$ cat src/rtl/hdcf_pkg.sv
package hdcf_pkg;

  localparam int FRAC_BITS = 16;

  // square root unit: 64-bit radicand, one root bit per stage
  localparam int ISQ_W  = 64;
  localparam int ISQ_RW = ISQ_W / 2;

  // slip direction divider: quotient magnitude up to 1.0
  localparam int DIV_STAGES = FRAC_BITS + 1;
  localparam int DIV_NW     = 32 + FRAC_BITS;
  localparam int S_W        = FRAC_BITS + 2;
  localparam int ONE        = 1 << FRAC_BITS;

  localparam int CFG_IDX_W = 3;
  localparam logic [CFG_IDX_W-1:0] REG_NORMAL_STIFFNESS = 3'd0;
  localparam logic [CFG_IDX_W-1:0] REG_NORMAL_DAMPING   = 3'd1;
  localparam logic [CFG_IDX_W-1:0] REG_SHEAR_STIFFNESS  = 3'd2;
  localparam logic [CFG_IDX_W-1:0] REG_SHEAR_DAMPING    = 3'd3;
  localparam logic [CFG_IDX_W-1:0] REG_FRICTION_COEFF   = 3'd4;
  localparam logic [CFG_IDX_W-1:0] REG_TIME_STEP        = 3'd5;

  typedef struct packed {
    logic signed [31:0] x;
    logic signed [31:0] y;
    logic signed [31:0] z;
  } vec_t;

  typedef struct packed {
    logic signed [17:0] x;
    logic signed [17:0] y;
    logic signed [17:0] z;
  } nvec_t;

  typedef struct packed {
    logic signed [S_W-1:0] x;
    logic signed [S_W-1:0] y;
    logic signed [S_W-1:0] z;
  } svec_t;

  typedef struct packed {
    logic [30:0] overlap;
    vec_t        arm;
    vec_t        dv;
    nvec_t       n;
  } ctx_t;

  function automatic logic signed [31:0] sat32(input logic signed [65:0] v);
    if (v > 66'sd2147483647) return 32'sh7FFFFFFF;
    if (v < -66'sd2147483648) return 32'sh80000000;
    return v[31:0];
  endfunction

  function automatic logic signed [65:0] term(input logic signed [63:0] p);
    return 66'(p >>> FRAC_BITS);
  endfunction

  function automatic logic signed [31:0] qsat(input logic signed [63:0] p);
    return sat32(term(p));
  endfunction

  function automatic logic [30:0] usat64(input logic [63:0] u);
    if (u > 64'h7FFFFFFF) return '1;
    return u[30:0];
  endfunction

  function automatic logic [31:0] abs32(input logic signed [31:0] v);
    return v[31] ? 32'(-v) : 32'(v);
  endfunction

endpackage

$ cat src/rtl/hdcf_isqrt.sv
module hdcf_isqrt
  import hdcf_pkg::*;
(
  input  logic              clk,
  input  logic              en,
  input  logic [ISQ_W-1:0]  x,
  output logic [ISQ_RW-1:0] root
);

  logic [ISQ_W-1:0]  rem  [1:ISQ_RW];
  logic [ISQ_RW-1:0] part [1:ISQ_RW];

  for (genvar g = 0; g < ISQ_RW; g++) begin : g_stage
    localparam int K = ISQ_RW - 1 - g;
    logic [ISQ_W-1:0]  rin;
    logic [ISQ_W-1:0]  trial;
    logic [ISQ_RW-1:0] qin;

    if (g == 0) begin : g_first
      assign rin = x;
      assign qin = '0;
    end else begin : g_next
      assign rin = rem[g];
      assign qin = part[g];
    end

    assign trial = (ISQ_W'(qin) << (K + 1)) + (ISQ_W'(1) << (2 * K));

    always_ff @(posedge clk) begin
      if (en) begin
        if (rin >= trial) begin
          rem[g+1]  <= rin - trial;
          part[g+1] <= qin | (ISQ_RW'(1) << K);
        end else begin
          rem[g+1]  <= rin;
          part[g+1] <= qin;
        end
      end
    end
  end

  assign root = part[ISQ_RW];

endmodule

$ cat config.mk
export PLATFORM = sky130hd
export DESIGN_NAME = hdcf_isqrt
export DESIGN_NICKNAME = d
export VERILOG_FILES = /design/src/rtl/hdcf_pkg.sv /design/src/rtl/hdcf_isqrt.sv
export SDC_FILE = /design/constraint.sdc
export NUM_CORES = 2
export LEC_CHECK = 0
export ABC_CLOCK_PERIOD_IN_PS = 15550
export BUFFER_PORTS_ARGS = -buffer_cell sky130_fd_sc_hd__buf_2
export CORE_MARGIN = 5
export CORE_UTILIZATION = 35
export CTS_CLUSTER_SIZE = 24
export DETAILED_ROUTE_END_ITERATION = 16
export GPL_TIMING_DRIVEN = 0
export PLACE_DENSITY = 0.54
export SLEW_MARGIN = 25
export SYNTH_ARGS = -nofsm -noshare
export SYNTH_HDL_FRONTEND = slang
export SYNTH_SLANG_ARGS = --single-unit
export TNS_END_PERCENT = 50
$ cat constraint.sdc
create_clock -name clk -period 15.55 [get_ports clk]
set_input_delay 3.11 -clock clk [delete_from_list [all_inputs] [get_ports clk]]
set_output_delay 3.11 -clock clk [all_outputs]
set_load 0.02 [all_outputs]
After elaboration in Yosys (flattened, before gate mapping)

Memories as Yosys holds them, arrays and structs flattened.
Cells that the tools add are included.
W data, S select, Z words.

Bits in registers: 0
RAM bits: 3072
Input port bits: 66
Output and inout port bits: 32
Logic and storage cells: 417
Memories kept: 2

Add/subtract/negate cells: 63
$lt $le $gt $ge: 32
Muxes and demuxes: 256
Bitwise gates (word level): 64

Memory list:

| memory | depth | bits a word | rd ports | clocked after Yosys merged registers in | wr ports | RTL line         | RTL |
|---|---|---|---|---|---|---|---|
| rem    | 32    | 64          | 31       | 0                                       | 32       | hdcf_isqrt.sv:10 | `logic [ISQ_W-1:0] rem [1:ISQ_RW];` |
| part   | 32    | 32          | 32       | 0                                       | 32       | hdcf_isqrt.sv:11 | `logic [ISQ_RW-1:0] part [1:ISQ_RW];` |

Operators with widths:

| kind                     | count |
|---|---|
| $mux W64                 | 32 |
| $mux W32                 | 32 |
| $mux W1                  | 192 |
| $add A63 B61 Y64 const B | 1 |
| $ge A64 B34 Y1           | 1 |
| $ge A64 B35 Y1           | 1 |
| $ge A64 B36 Y1           | 1 |
| $ge A64 B37 Y1           | 1 |
| $ge A64 B38 Y1           | 1 |
| $ge A64 B39 Y1           | 1 |
| $ge A64 B40 Y1           | 1 |
| $ge A64 B41 Y1           | 1 |
| $ge A64 B42 Y1           | 1 |
| $ge A64 B43 Y1           | 1 |
| $ge A64 B44 Y1           | 1 |
| $ge A64 B45 Y1           | 1 |
| $ge A64 B46 Y1           | 1 |
| $ge A64 B47 Y1           | 1 |
| $ge A64 B48 Y1           | 1 |
| $ge A64 B49 Y1           | 1 |
| $ge A64 B50 Y1           | 1 |
| $ge A64 B51 Y1           | 1 |
| $ge A64 B52 Y1           | 1 |
| $ge A64 B53 Y1           | 1 |
| 75 further kinds         | 138 |

Logic depth before layout (Yosys ltp)

An unclocked memory read counts as a cell.

Depth in word-level cells: 7
Gate-level depth with buffers: 15
Depth with buffers taken out: 12

Worst setup path before layout

OpenSTA, ideal clock, no wires.

Kind: input to register
Start: in en
End: reg, netlist name part[0][1000]
Setup time: 0.487 ns
Data arrival time: 6.778 ns
Slack: 8.285 ns
Cell stages on the path: 5
Buffers on the path: 5
Cells stage by stage: clkbuf_1 -> clkbuf_1 -> clkbuf_1 -> clkbuf_1 -> clkbuf_1

RTL lines:

| item            | RTL line        | RTL |
|---|---|---|
| start, declared | hdcf_isqrt.sv:5 | `input logic en,` |

==> impl_results.md <==
- Status: completed
- ANT nets after route: 0
- VDD IR max: 0.0001053 V
- Yosys reg bits: 2,512
- Int Power: 14.18 mW
- Clk sink count: 2,512
- Top-area cell type share of the netlist area: 62.23%
- Comb pwr share: 20.7%
- Full die area: 358,200 um2
- CTS Hold Buffers Added: 0
- Grt total ovfl: 0
- Fin crit share: 39.63%
- Inserted Clock Buffers: 286
- Routed WL per cell: 21.52 um
- Fin crit period: 6.163 ns
- Final HPWL DP: 251,400 um
- Vias in the first global route: 77,520
- Commonest non-fill, non-tap cell in the layout: edfxtp_1
- Worst Setup Slack post-DPL: 8.345 ns
- HP Class: flop to flop
- Top cell by count, worst path: clkbuf_1
- Fin Setup TNS: 0 ns
- Post-CTS Setup Repair Bufs: 0
- Initial Util: 35.07%
- RSZ-0062 raised after global routing: no
- Rows: 216
- Vias per inst: 5.258
- Main synth FF type: edfxtp_1
- Mapped Cells: 9,756
- R2r setup slk: 10.56 ns
- Die height: 598.5 um
- Avg Inst Size Synth: 12.42 um2
- Syn nets: 10,380
- Slew @ Worst Pin: 1.039 ns
- TritonRoute pass-1 iters: 6
- Max Cap Viol: 0
- Antenna violations before repair: 11
- Final wirelength: 322,300 um
- Worst-path fanout max: 10
- First-pass GRT wire length: 484,300 um
- DRC: 0
- Synth cell types: 95
- RD Place Congestion: 0.9292
- Max Clk Rate: 162.3 MHz
- Final Hold Vio Count: 0
- Number of synthesized flops with an enable pin: 2,512
- I/O Pins: 98
- Slowest stage delay, CP: 0.68 ns
- Final setup margin: 9.387 ns
- Nets: 10,810
- Worst skew pair latency: 0.93 ns
- Fin Hold WS: 0.3947 ns
- Root Buffer: clkbuf_16
- GRT Total Usage: 17.53%
- Clk network pwr share: 33.5%
- Slew Limit Fails: 0
- Total number of vias: 78,770
- Relative slew slack: 30.07%
- Power, Total: 20.20 mW
- Register area share after synthesis: 62.23%
- CTS tree: built
- H-Tree Depth: 5
- Yosys warns: 0
- Crit end category: flop
- Switching Power: 6.024 mW
- Synth area leader: edfxtp_1
- Post-Syn Area: 121,200 um2
- Reg clk slew, reported paths: 0.06 ns
- Sw frac: 29.82%
- Startpoint types: primary input
- Crit path arrival time: 6.68 ns
- Critical path class: primary input to flop
- Worst Path Required: 16.07 ns
- Die Span X: 598.5 um
- CP max stage cell: clkbuf_1
- Core Box Area: 345,700 um2
- Commonest non-fill, non-tap cells in the layout: 2,512 x edfxtp_1, 739 x nand2_1, 680 x inv_1
- Filler instances: 32,420
- Final setup fails: 0
- Flop pwr share: 45.8%
- Max Root-Sink Buffers: 4
- Asr flop ratio synth: 0%
- Share of layout cells above drive strength 1: 7.518%
- Area of the multi-input gates: 42,390 um2
- Clk_skew: 0.1278 ns
- Pin count of the biggest net entering global routing: 59
- Layout area overhead: 13.85%
- Port bufs: 97
- Resized Gates After CTS: 0
- Ranking of synthesized cells by area: edfxtp_1 62%, ha_1 5.8%, xor2_1 3.3%, xnor2_1 3.1%, o21ai_0 2.3%
- Initial DRC count: 6,697
- Leak Pwr: 50.70 nW
- Fin util: 39.93%
- Critical path, cell by cell: buf_2 -> clkbuf_2 -> buf_12 -> nand4b_1 -> or4_1 -> nor3_2 -> clkbuf_1 -> clkbuf_1 -> o21ai_0
- Power Dens Cells: 146.4 nW/um2
- Seq. cell area: 75,430 um2
registers in the layout, indices dropped and copies added, names as in the netlist:
signal  cells
rem      1984
part      528
worst paths after layout:
kind,start,to,cells past startpoint
worst max-delay path,en,rem[0][1638]$_DFFE_PP_,9
worst min-delay path,part[0][414]$_DFFE_PP_,part[0][446]$_DFFE_PP_,0
worst max register to register,part[0][497]$_SDFFCE_PN1P_,rem[0][1064]$_DFFE_PP_,13
worst min register to register,part[0][414]$_DFFE_PP_,part[0][446]$_DFFE_PP_,0
cell type report:
type | count | area share (%)
multi-input cells | 6333 | 30.71
inverters | 681 | 1.852
diodes | 2 | 0.003627
clock buffers | 330 | 5.367
repair buffers | 138 | 1.063
plain buffers | 230 | 0.7480
flip-flops and latches | 2512 | 54.66
well taps | 4578 | 4.151
clock inverters | 178 | 1.442
critical path, delay by kind of cell:
| kind | cells | cell delay (ns) |
|---|---|---|
| AND/OR/NAND/NOR | 3 | 1.29 |
| AO/OA/AOI/OAI | 1 | 0.24 |
| buffers and inverters | 5 | 1.98 |
power by group through the flow:
| stage | sequential (mW) | clock (mW) | combinational (mW) |
|---|---|---|---|
| floorplan | 9.07 | 0 | 3.04 |
| global placement | 9.43 | 0 | 4.05 |
| detailed placement | 9.40 | 0 | 4.12 |
| CTS | 9.27 | 6.95 | 4.15 |
| global route | 9.34 | 7.24 | 4.64 |
| finish | 9.26 | 6.76 | 4.18 |
cell usage after synthesis, drive strengths merged, types with 16 or more instances:
cell type	number
inv	681
a21oi	543
a21boi	24
nand3	156
or2	45
and3	40
nor2	556
a31oi	54
nand3b	28
and2	38
mux2	60
o21ai	575
buf	33
nor4b	50
nand2	739
or4	87
xor2	457
ha	558
nor3	273
a2111oi	16
a211oi	51
nand2b	124
xnor2	429
o21bai	49
o21a	88
o31ai	46
a211o	20
nand4	154
edfxtp	2512
nor2b	85
clkbuf	197
nor4	356
a21o	213
nor3b	23
o211ai	38
or3	120
nand4b	34
kinds of logic after synthesis:
group                    after synthesis  share of synthesized area, %
AO/OA/AOI/OAI                       1859                         9.388
XOR/XNOR                             886                         6.402
adder cells (fa/ha/maj)              558                         5.760
buffers and inverters                911                         2.858
flip-flops                          2512                         62.23
multiplexers                          73                        0.6647
AND/OR/NAND/NOR                     2957                         12.70
through the flow:
| stage | area (um2) | cells |
|---|---|---|
| global route | 138000 | 14980 |
| CTS | 138000 | 14980 |
| global placement | 127400 | 14430 |
| finish | 138000 | 14980 |
| floorplan | 121200 | 9756 |
| detailed placement | 128600 | 14470 |
layer usage:
layer	global-route usage (%)	up-vias	routed length, um
met5	0	-	13
met4	4.368	2	8413
met3	2.544	447	18020
met2	29.97	2271	155300
met1	23.47	38620	140600
li1	-	37430	-
No activity file was read; power rests on OpenSTA's default activity.
