<file path="src/rtl/hdcf_pkg.sv">
package hdcf_pkg;

  localparam int FRAC_BITS = 16;

  // square root unit: 64-bit radicand, one root bit per stage
  localparam int ISQ_W  = 64;
  localparam int ISQ_RW = ISQ_W / 2;

  // slip direction divider: quotient magnitude up to 1.0
  localparam int DIV_STAGES = FRAC_BITS + 1;
  localparam int DIV_NW     = 32 + FRAC_BITS;
  localparam int S_W        = FRAC_BITS + 2;
  localparam int ONE        = 1 << FRAC_BITS;

  localparam int CFG_IDX_W = 3;
  localparam logic [CFG_IDX_W-1:0] REG_NORMAL_STIFFNESS = 3'd0;
  localparam logic [CFG_IDX_W-1:0] REG_NORMAL_DAMPING   = 3'd1;
  localparam logic [CFG_IDX_W-1:0] REG_SHEAR_STIFFNESS  = 3'd2;
  localparam logic [CFG_IDX_W-1:0] REG_SHEAR_DAMPING    = 3'd3;
  localparam logic [CFG_IDX_W-1:0] REG_FRICTION_COEFF   = 3'd4;
  localparam logic [CFG_IDX_W-1:0] REG_TIME_STEP        = 3'd5;

  typedef struct packed {
    logic signed [31:0] x;
    logic signed [31:0] y;
    logic signed [31:0] z;
  } vec_t;

  typedef struct packed {
    logic signed [17:0] x;
    logic signed [17:0] y;
    logic signed [17:0] z;
  } nvec_t;

  typedef struct packed {
    logic signed [S_W-1:0] x;
    logic signed [S_W-1:0] y;
    logic signed [S_W-1:0] z;
  } svec_t;

  typedef struct packed {
    logic [30:0] overlap;
    vec_t        arm;
    vec_t        dv;
    nvec_t       n;
  } ctx_t;

  function automatic logic signed [31:0] sat32(input logic signed [65:0] v);
    if (v > 66'sd2147483647) return 32'sh7FFFFFFF;
    if (v < -66'sd2147483648) return 32'sh80000000;
    return v[31:0];
  endfunction

  function automatic logic signed [65:0] term(input logic signed [63:0] p);
    return 66'(p >>> FRAC_BITS);
  endfunction

  function automatic logic signed [31:0] qsat(input logic signed [63:0] p);
    return sat32(term(p));
  endfunction

  function automatic logic [30:0] usat64(input logic [63:0] u);
    if (u > 64'h7FFFFFFF) return '1;
    return u[30:0];
  endfunction

  function automatic logic [31:0] abs32(input logic signed [31:0] v);
    return v[31] ? 32'(-v) : 32'(v);
  endfunction

endpackage

</file>
<file path="src/rtl/hdcf_div.sv">
module hdcf_div
  import hdcf_pkg::*;
(
  input  logic                  clk,
  input  logic                  en,
  input  logic signed [31:0]    e,
  input  logic [31:0]           mag,
  output logic signed [S_W-1:0] s
);

  logic [DIV_NW-1:0]     rem [1:DIV_STAGES];
  logic [DIV_STAGES-1:0] quo [1:DIV_STAGES];
  logic [31:0]           dd  [1:DIV_STAGES];
  logic                  neg [1:DIV_STAGES];

  for (genvar g = 0; g < DIV_STAGES; g++) begin : g_stage
    localparam int K = DIV_STAGES - 1 - g;
    logic [DIV_NW-1:0]     rin;
    logic [DIV_NW-1:0]     trial;
    logic [DIV_STAGES-1:0] qin;
    logic [31:0]           din;
    logic                  nin;

    if (g == 0) begin : g_first
      assign rin = DIV_NW'(abs32(e)) << FRAC_BITS;
      assign qin = '0;
      assign din = mag;
      assign nin = e[31];
    end else begin : g_next
      assign rin = rem[g];
      assign qin = quo[g];
      assign din = dd[g];
      assign nin = neg[g];
    end

    assign trial = DIV_NW'(din) << K;

    always_ff @(posedge clk) begin
      if (en) begin
        dd[g+1]  <= din;
        neg[g+1] <= nin;
        if (rin >= trial) begin
          rem[g+1] <= rin - trial;
          quo[g+1] <= qin | (DIV_STAGES'(1) << K);
        end else begin
          rem[g+1] <= rin;
          quo[g+1] <= qin;
        end
      end
    end
  end

  // truncation toward zero: sign applied to the magnitude quotient
  assign s = neg[DIV_STAGES] ? -$signed({1'b0, quo[DIV_STAGES]})
                             :  $signed({1'b0, quo[DIV_STAGES]});

endmodule
</file>
<file path="config.mk">
export PLATFORM = sky130hd
export DESIGN_NAME = hdcf_div
export DESIGN_NICKNAME = d
export VERILOG_FILES = /design/src/rtl/hdcf_pkg.sv /design/src/rtl/hdcf_div.sv
export SDC_FILE = /design/constraint.sdc
export NUM_CORES = 2
export LEC_CHECK = 0
export ABC_CLOCK_PERIOD_IN_PS = 11860
export BUFFER_PORTS_ARGS = -buffer_cell sky130_fd_sc_hd__buf_2
export CORE_MARGIN = 4
export CORE_UTILIZATION = 42
export DETAILED_ROUTE_END_ITERATION = 8
export GPL_TIMING_DRIVEN = 0
export SLEW_MARGIN = 10
export SYNTH_ARGS = -nofsm -noshare
export SYNTH_HDL_FRONTEND = slang
export SYNTH_SLANG_ARGS = --single-unit
</file>
<file path="constraint.sdc">
create_clock -name clk -period 11.86 [get_ports clk]
set_input_delay 1.186 -clock clk [delete_from_list [all_inputs] [get_ports clk]]
set_output_delay 1.186 -clock clk [all_outputs]
set_load 0.05 [all_outputs]
</file>
Word-level counts from Yosys, hierarchy flattened
Memories as Yosys holds them, arrays and structs flattened.
Index checks and enable logic that the tools add are counted.
{"block": "totals", "output_inout_bits": 18, "mem_bits_rw": 1666, "input_bits": 66, "regBits": 0, "word_cells": 214, "n_memories": 4}
{"block": "classes", "n_mux": 140, "add_sub_neg": 19, "order_cmp": 17, "bitwise": 34}
{"name": "rem", "words": 17, "word_bits": 48, "rd": 16, "rd_ports_with_merged_regs": 0, "wr": 17, "line": "hdcf_div.sv:11", "rtl": "logic [DIV_NW-1:0] rem [1:DIV_STAGES];"}
{"name": "dd", "words": 17, "word_bits": 32, "rd": 16, "rd_ports_with_merged_regs": 0, "wr": 17, "line": "hdcf_div.sv:13", "rtl": "logic [31:0] dd [1:DIV_STAGES];"}
{"name": "quo", "words": 17, "word_bits": 17, "rd": 17, "rd_ports_with_merged_regs": 0, "wr": 17, "line": "hdcf_div.sv:12", "rtl": "logic [DIV_STAGES-1:0] quo [1:DIV_STAGES];"}
{"name": "neg", "words": 17, "word_bits": 1, "rd": 17, "rd_ports_with_merged_regs": 0, "wr": 17, "line": "hdcf_div.sv:14", "rtl": "logic neg [1:DIV_STAGES];"}
{"cell": "48-bit two-way mux", "count": 17}
{"cell": "17-bit two-way mux", "count": 17}
{"cell": "1-bit two-way mux", "count": 104}
{"cell": "48-bit by 32-bit greater-or-equal comparator with 1-bit output", "count": 1}
{"cell": "48-bit by 33-bit greater-or-equal comparator with 1-bit output", "count": 1}
{"cell": "48-bit by 34-bit greater-or-equal comparator with 1-bit output", "count": 1}
{"cell": "48-bit by 35-bit greater-or-equal comparator with 1-bit output", "count": 1}
{"cell": "48-bit by 36-bit greater-or-equal comparator with 1-bit output", "count": 1}
{"cell": "48-bit by 37-bit greater-or-equal comparator with 1-bit output", "count": 1}
{"cell": "48-bit by 38-bit greater-or-equal comparator with 1-bit output", "count": 1}
{"cell": "48-bit by 39-bit greater-or-equal comparator with 1-bit output", "count": 1}
{"cell": "48-bit by 40-bit greater-or-equal comparator with 1-bit output", "count": 1}
{"cell": "48-bit by 41-bit greater-or-equal comparator with 1-bit output", "count": 1}
{"cell": "48-bit by 42-bit greater-or-equal comparator with 1-bit output", "count": 1}
{"cell": "48-bit by 43-bit greater-or-equal comparator with 1-bit output", "count": 1}
{"cell": "48-bit by 44-bit greater-or-equal comparator with 1-bit output", "count": 1}
{"cell": "48-bit by 45-bit greater-or-equal comparator with 1-bit output", "count": 1}
{"cell": "48-bit by 46-bit greater-or-equal comparator with 1-bit output", "count": 1}
{"cell": "48-bit by 47-bit greater-or-equal comparator with 1-bit output", "count": 1}
{"cell": "48-bit greater-or-equal comparator", "count": 1}
{"cell": "48-bit by 32-bit subtractor with 48-bit output", "count": 1}
{"cell": "48-bit by 33-bit subtractor with 48-bit output", "count": 1}
{"cell": "48-bit by 34-bit subtractor with 48-bit output", "count": 1}
{"cell": "48-bit by 35-bit subtractor with 48-bit output", "count": 1}
{"cell": "other kinds (18)", "count": 51}

Logic depth before layout (Yosys ltp)
{"block": "depth", "word_depth": 7, "ltp_mapped": 20, "depth_no_buf": 20}

Worst setup path before layout
OpenSTA, ideal clock, no wires.
{"block": "synth_path", "kind": "input -> register", "startpoint": "in e[6]", "endpoint": "reg rem[0][95] (netlist name)", "setup_slack_ps": 6194, "required_time_ps": 11589, "n_path_buf": 0, "arrival_time_ps": 5396, "setup_ps": 271, "cell_stages": 19, "cell_sequence": "or4_1 -> or3_1 -> or3_1 -> nand2b_1 -> o41ai_1 -> xnor2_1 -> ha_1 -> o21a_1 -> nor2_1 -> nor2_1 -> and4_1 -> o41ai_1 -> nand2_1 -> a2111oi_2 -> a31oi_1 -> a221o_1 -> a21oi_1 -> xor2_1 -> a21oi_1"}
{"item": "start, declared", "line": "hdcf_div.sv:6", "rtl": "input logic signed [31:0] e,"}

==> summary.txt <==
Layout
  – Share of layout cells above drive strength 1: 6.69%
  – Most frequent cells in the layout: edfxtp_1 (1314), inv_1 (689), nand2_1 (628)
  – Register area: 39500 µm²
  – Most common cell after layout, fill and taps aside: edfxtp_1
  – Layout Nets: 8161
  – Area growth syn-to-layout: 11.8%
  – Fillers: 16600
  – Area of the multi-input gates: 34300 µm²

Status
  – Status: finished clean

Detailed routing
  – 1st-iter DRT viols: 4322
  – DRC errors left: 0
  – Vias per inst: 5.48
  – DRT antenna net count: 0
  – DR pass1 iterations: 6
  – Routed WL per cell: 21.2 µm
  – Drt total wl: 215000 µm
  – Total number of vias: 55500

Global route
  – Vias in the first global route: 54600
  – Largest net degree at the start of global routing: 104
  – Antenna violations before repair: 4
  – Gr usage total: 22.0%
  – Global-route wire length before repair: 325000 µm
  – Final global-route overflow total: 0

Synthesis
  – Mapped Area: 77100 µm²
  – Synth Area in XOR/XNOR: 6.68%
  – Synth Area in Simple Gates: 11.8%
  – Synth Register Bits: 1314
  – Cell count after synthesis: 7282
  – Synth Flop Type: edfxtp_1
  – Seq/Total Area, Yosys: 51.2%
  – Count of cell types in the netlist: 91
  – Post-synthesis adder-cell area fraction: 9.26%
  – Ys async rst share: 0%
  – Mux contribution to synthesized area: 1.22%
  – Synth Area per Inst: 10.6 µm²
  – Main combinational cell family by area after synthesis: compound AO/OA/AOI/OAI gates
  – Number of synthesized flops with an enable pin: 1314
  – Synth Area in Compound Gates: 15.5%
  – Mapped Nets: 7909
  – Ys Warns: 0

Clock network
  – Clock transition at path regs: 0.06 ns
  – CTS Sinks: 1314
  – Hold-fix buffers, CTS: 0
  – Post-CTS sizing: 0
  – Post-CTS Repair Setup Buffers: 0
  – Clock root buffer master: clkbuf_16
  – Max Buffers Root-to-Sink: 3
  – CTS Buf Count: 149
  – Number of H-tree levels: 4
  – CTS tree: done
  – Clk Latency, worst-skew pair: 0.81 ns

STA
  – FMAX: 157 MHz
  – Setup violators final: 0
  – Final slew viol count: 0
  – Clock Skew: 0.0373 ns
  – Final hold viol count: 0
  – Tcrit/Tclk final: 53.5%
  – Rel. slew slack: 23.2%
  – Unrepaired setup endpoints after global routing: no
  – Final min period: 6.35 ns
  – Setup Total Neg Slack: 0 ns
  – Worst Tran Pin Value: 1.15 ns

Placed design
  – Post-DP HPWL: 172000 µm
  – # port buffers: 83
  – Routability Congestion: 0.962

Die
  – Area of the die: 191000 µm²
  – Placeable Area: 183000 µm²
  – Die Y: 437 µm
  – Rows: 157
  – Total I/O pin count: 84
  – Starting density of the core: 42.2%
  – Die Wd: 437 µm

Min path
  – Worst min path class: register to register
  – Hold wc startpoint: quo[0][198]$_DFFE_PP_

Power and ir drop
  – Sequential fraction of design power: 36.1%
  – Net Sw Frac: 38.1%
  – Maximum VDD drop: 0.116 mV
  – Cell leakage power: 0.0343 µW
  – Clk pwr share: 22.5%
  – Psw: 8170 µW
  – Pwr Density: 249 nW/µm²
  – Total power: 21400 µW
  – Cell-internal power: 13300 µW
  – Combinational share of power: 41.4%

Worst setup path
  – FF-to-FF Start: rem[0][160]$_DFFE_PP_
  – Crit. End Element: register
  – WP data required: 12.35 ns
  – CP startpoint: e[4]
  – Setup CP Type: input pin to register
  – Critical Path Fanout Max: 10
  – Setup crit start kind: input pin
  – Critical Path AT: 6.84 ns

Flow run
  – Max_cap viols: 0
## stage by stage
stage | utilization (%) | area [µm²] | worst slack (ns) | hold WS [ns] | cells
2_1_floorplan | - | 77100 | 6.19 | 0.400 | 7282
3_3_place_gp | 44.1 | 80600 | -4.93 | 0.401 | 9829
3_5_place_dp | 44.4 | 81100 | 4.64 | 0.405 | 9847
4_1_cts | 47.2 | 86200 | 5.50 | 0.414 | 10100
5_1_grt | 47.2 | 86200 | 5.27 | 0.414 | 10100
6_report | 47.2 | 86300 | 5.51 | 0.404 | 10100
## metal layers
layer / routed length [µm] / GRT usage (%) / up-vias / share of wire [%]
met2: 107000 / 39.3 / 1539 / 50
met5: 13 / 0 / - / 0.0061
met1: 85500 / 25.9 / 26500 / 40
li1: - / - / 27000 / -
met4: 12700 / 11.9 / 2 / 5.9
met3: 9130 / 2.64 / 468 / 4.2
## cells in the mapped netlist, types with 16 or more instances
master	instances	area share, %
edfxtp_1	1314	51
inv_1	689	3.4
nand2_1	628	3.1
a21oi_1	586	3.8
o21ai_0	563	3.7
ha_1	545	8.8
nor2_1	442	2.2
xnor2_1	339	3.8
a21o_1	299	2.9
xor2_1	249	2.8
clkbuf_1	182	0.89
nand3_1	130	0.84
nand2b_1	105	0.85
nor2b_1	98	0.79
nor3_1	94	0.61
nand4_1	93	0.75
mux2_2	79	1.2
and3_1	63	0.51
o21a_1	62	0.60
a31oi_1	61	0.49
o21bai_1	57	0.55
o31ai_1	46	0.45
nor4_1	45	0.36
or3_1	36	0.29
o211ai_1	34	0.33
a211oi_1	29	0.28
or2_2	29	0.24
and2_1	28	0.23
or4_1	23	0.22
and4_1	20	0.23
buf_2	19	0.12
o41ai_1	19	0.22
fa_1	16	0.42
nor3b_1	16	0.16
o31a_1	16	0.18
## worst paths after layout
check | depth (start not counted) | to | slack (ns)
worst min register to register | 0 | quo[0][215]$_DFFE_PP_ | 0.40
worst max-delay path | 19 | rem[0][83]$_DFFE_PP_ | 5.51
worst min-delay path | 0 | quo[0][215]$_DFFE_PP_ | 0.40
worst max register to register | 14 | rem[0][228]$_DFFE_PP_ | 6.66
## worst max-delay path, stage by stage
cell and delay, ns:
buf_2 0.12, or4_1 0.55, or3_1 0.36, or3_1 0.37, nand2b_1 0.29, or2_2 0.37
o21ai_0 0.20, xnor2_1 0.11, ha_1 0.37, nand3_1 0.19, inv_1 0.13, o211ai_1 0.09
a21o_1 0.22, a21oi_1 0.21, a211oi_1 0.08, o21ai_1 0.36, clkbuf_1 0.72, buf_1 0.72
a21oi_1 0.17
## flip-flops by register name, summed over array words and instances (netlist names)
name  cells
rem     632
dd      512
quo     153
neg      17
## power by group through the flow
stage          Clock [µW]  Sequential, µW  Combinational (µW)
2_1_floorplan           0            7310                6590
3_3_place_gp            0            7870                8650
3_5_place_dp            0            7820                8770
4_1_cts              4930            7740                8820
5_1_grt              5120            7830                9850
6_report             4820            7750                8880
## kinds of logic after synthesis
| logic type | Yosys count |
|---|---|
| adder cells (fa/ha/maj) | 561 |
| AO/OA/AOI/OAI | 1946 |
| XOR/XNOR | 588 |
| multiplexers | 84 |
| flip-flops | 1314 |
| buffers and inverters | 900 |
| AND/OR/NAND/NOR | 1889 |
## area by class of cell
class	instances	share of cell area, %
Buffer	210	1.01
Clock buffer	175	4.49
Antenna cell	2	0.00580
Clock inverter	97	1.46
Multi-Input combinational cell	5068	39.7
Inverter	690	3.00
Tap cell	2464	3.57
Sequential cell	1314	45.7
Timing Repair Buffer	101	0.984
Note: power is estimated with default switching activity, not from simulation.
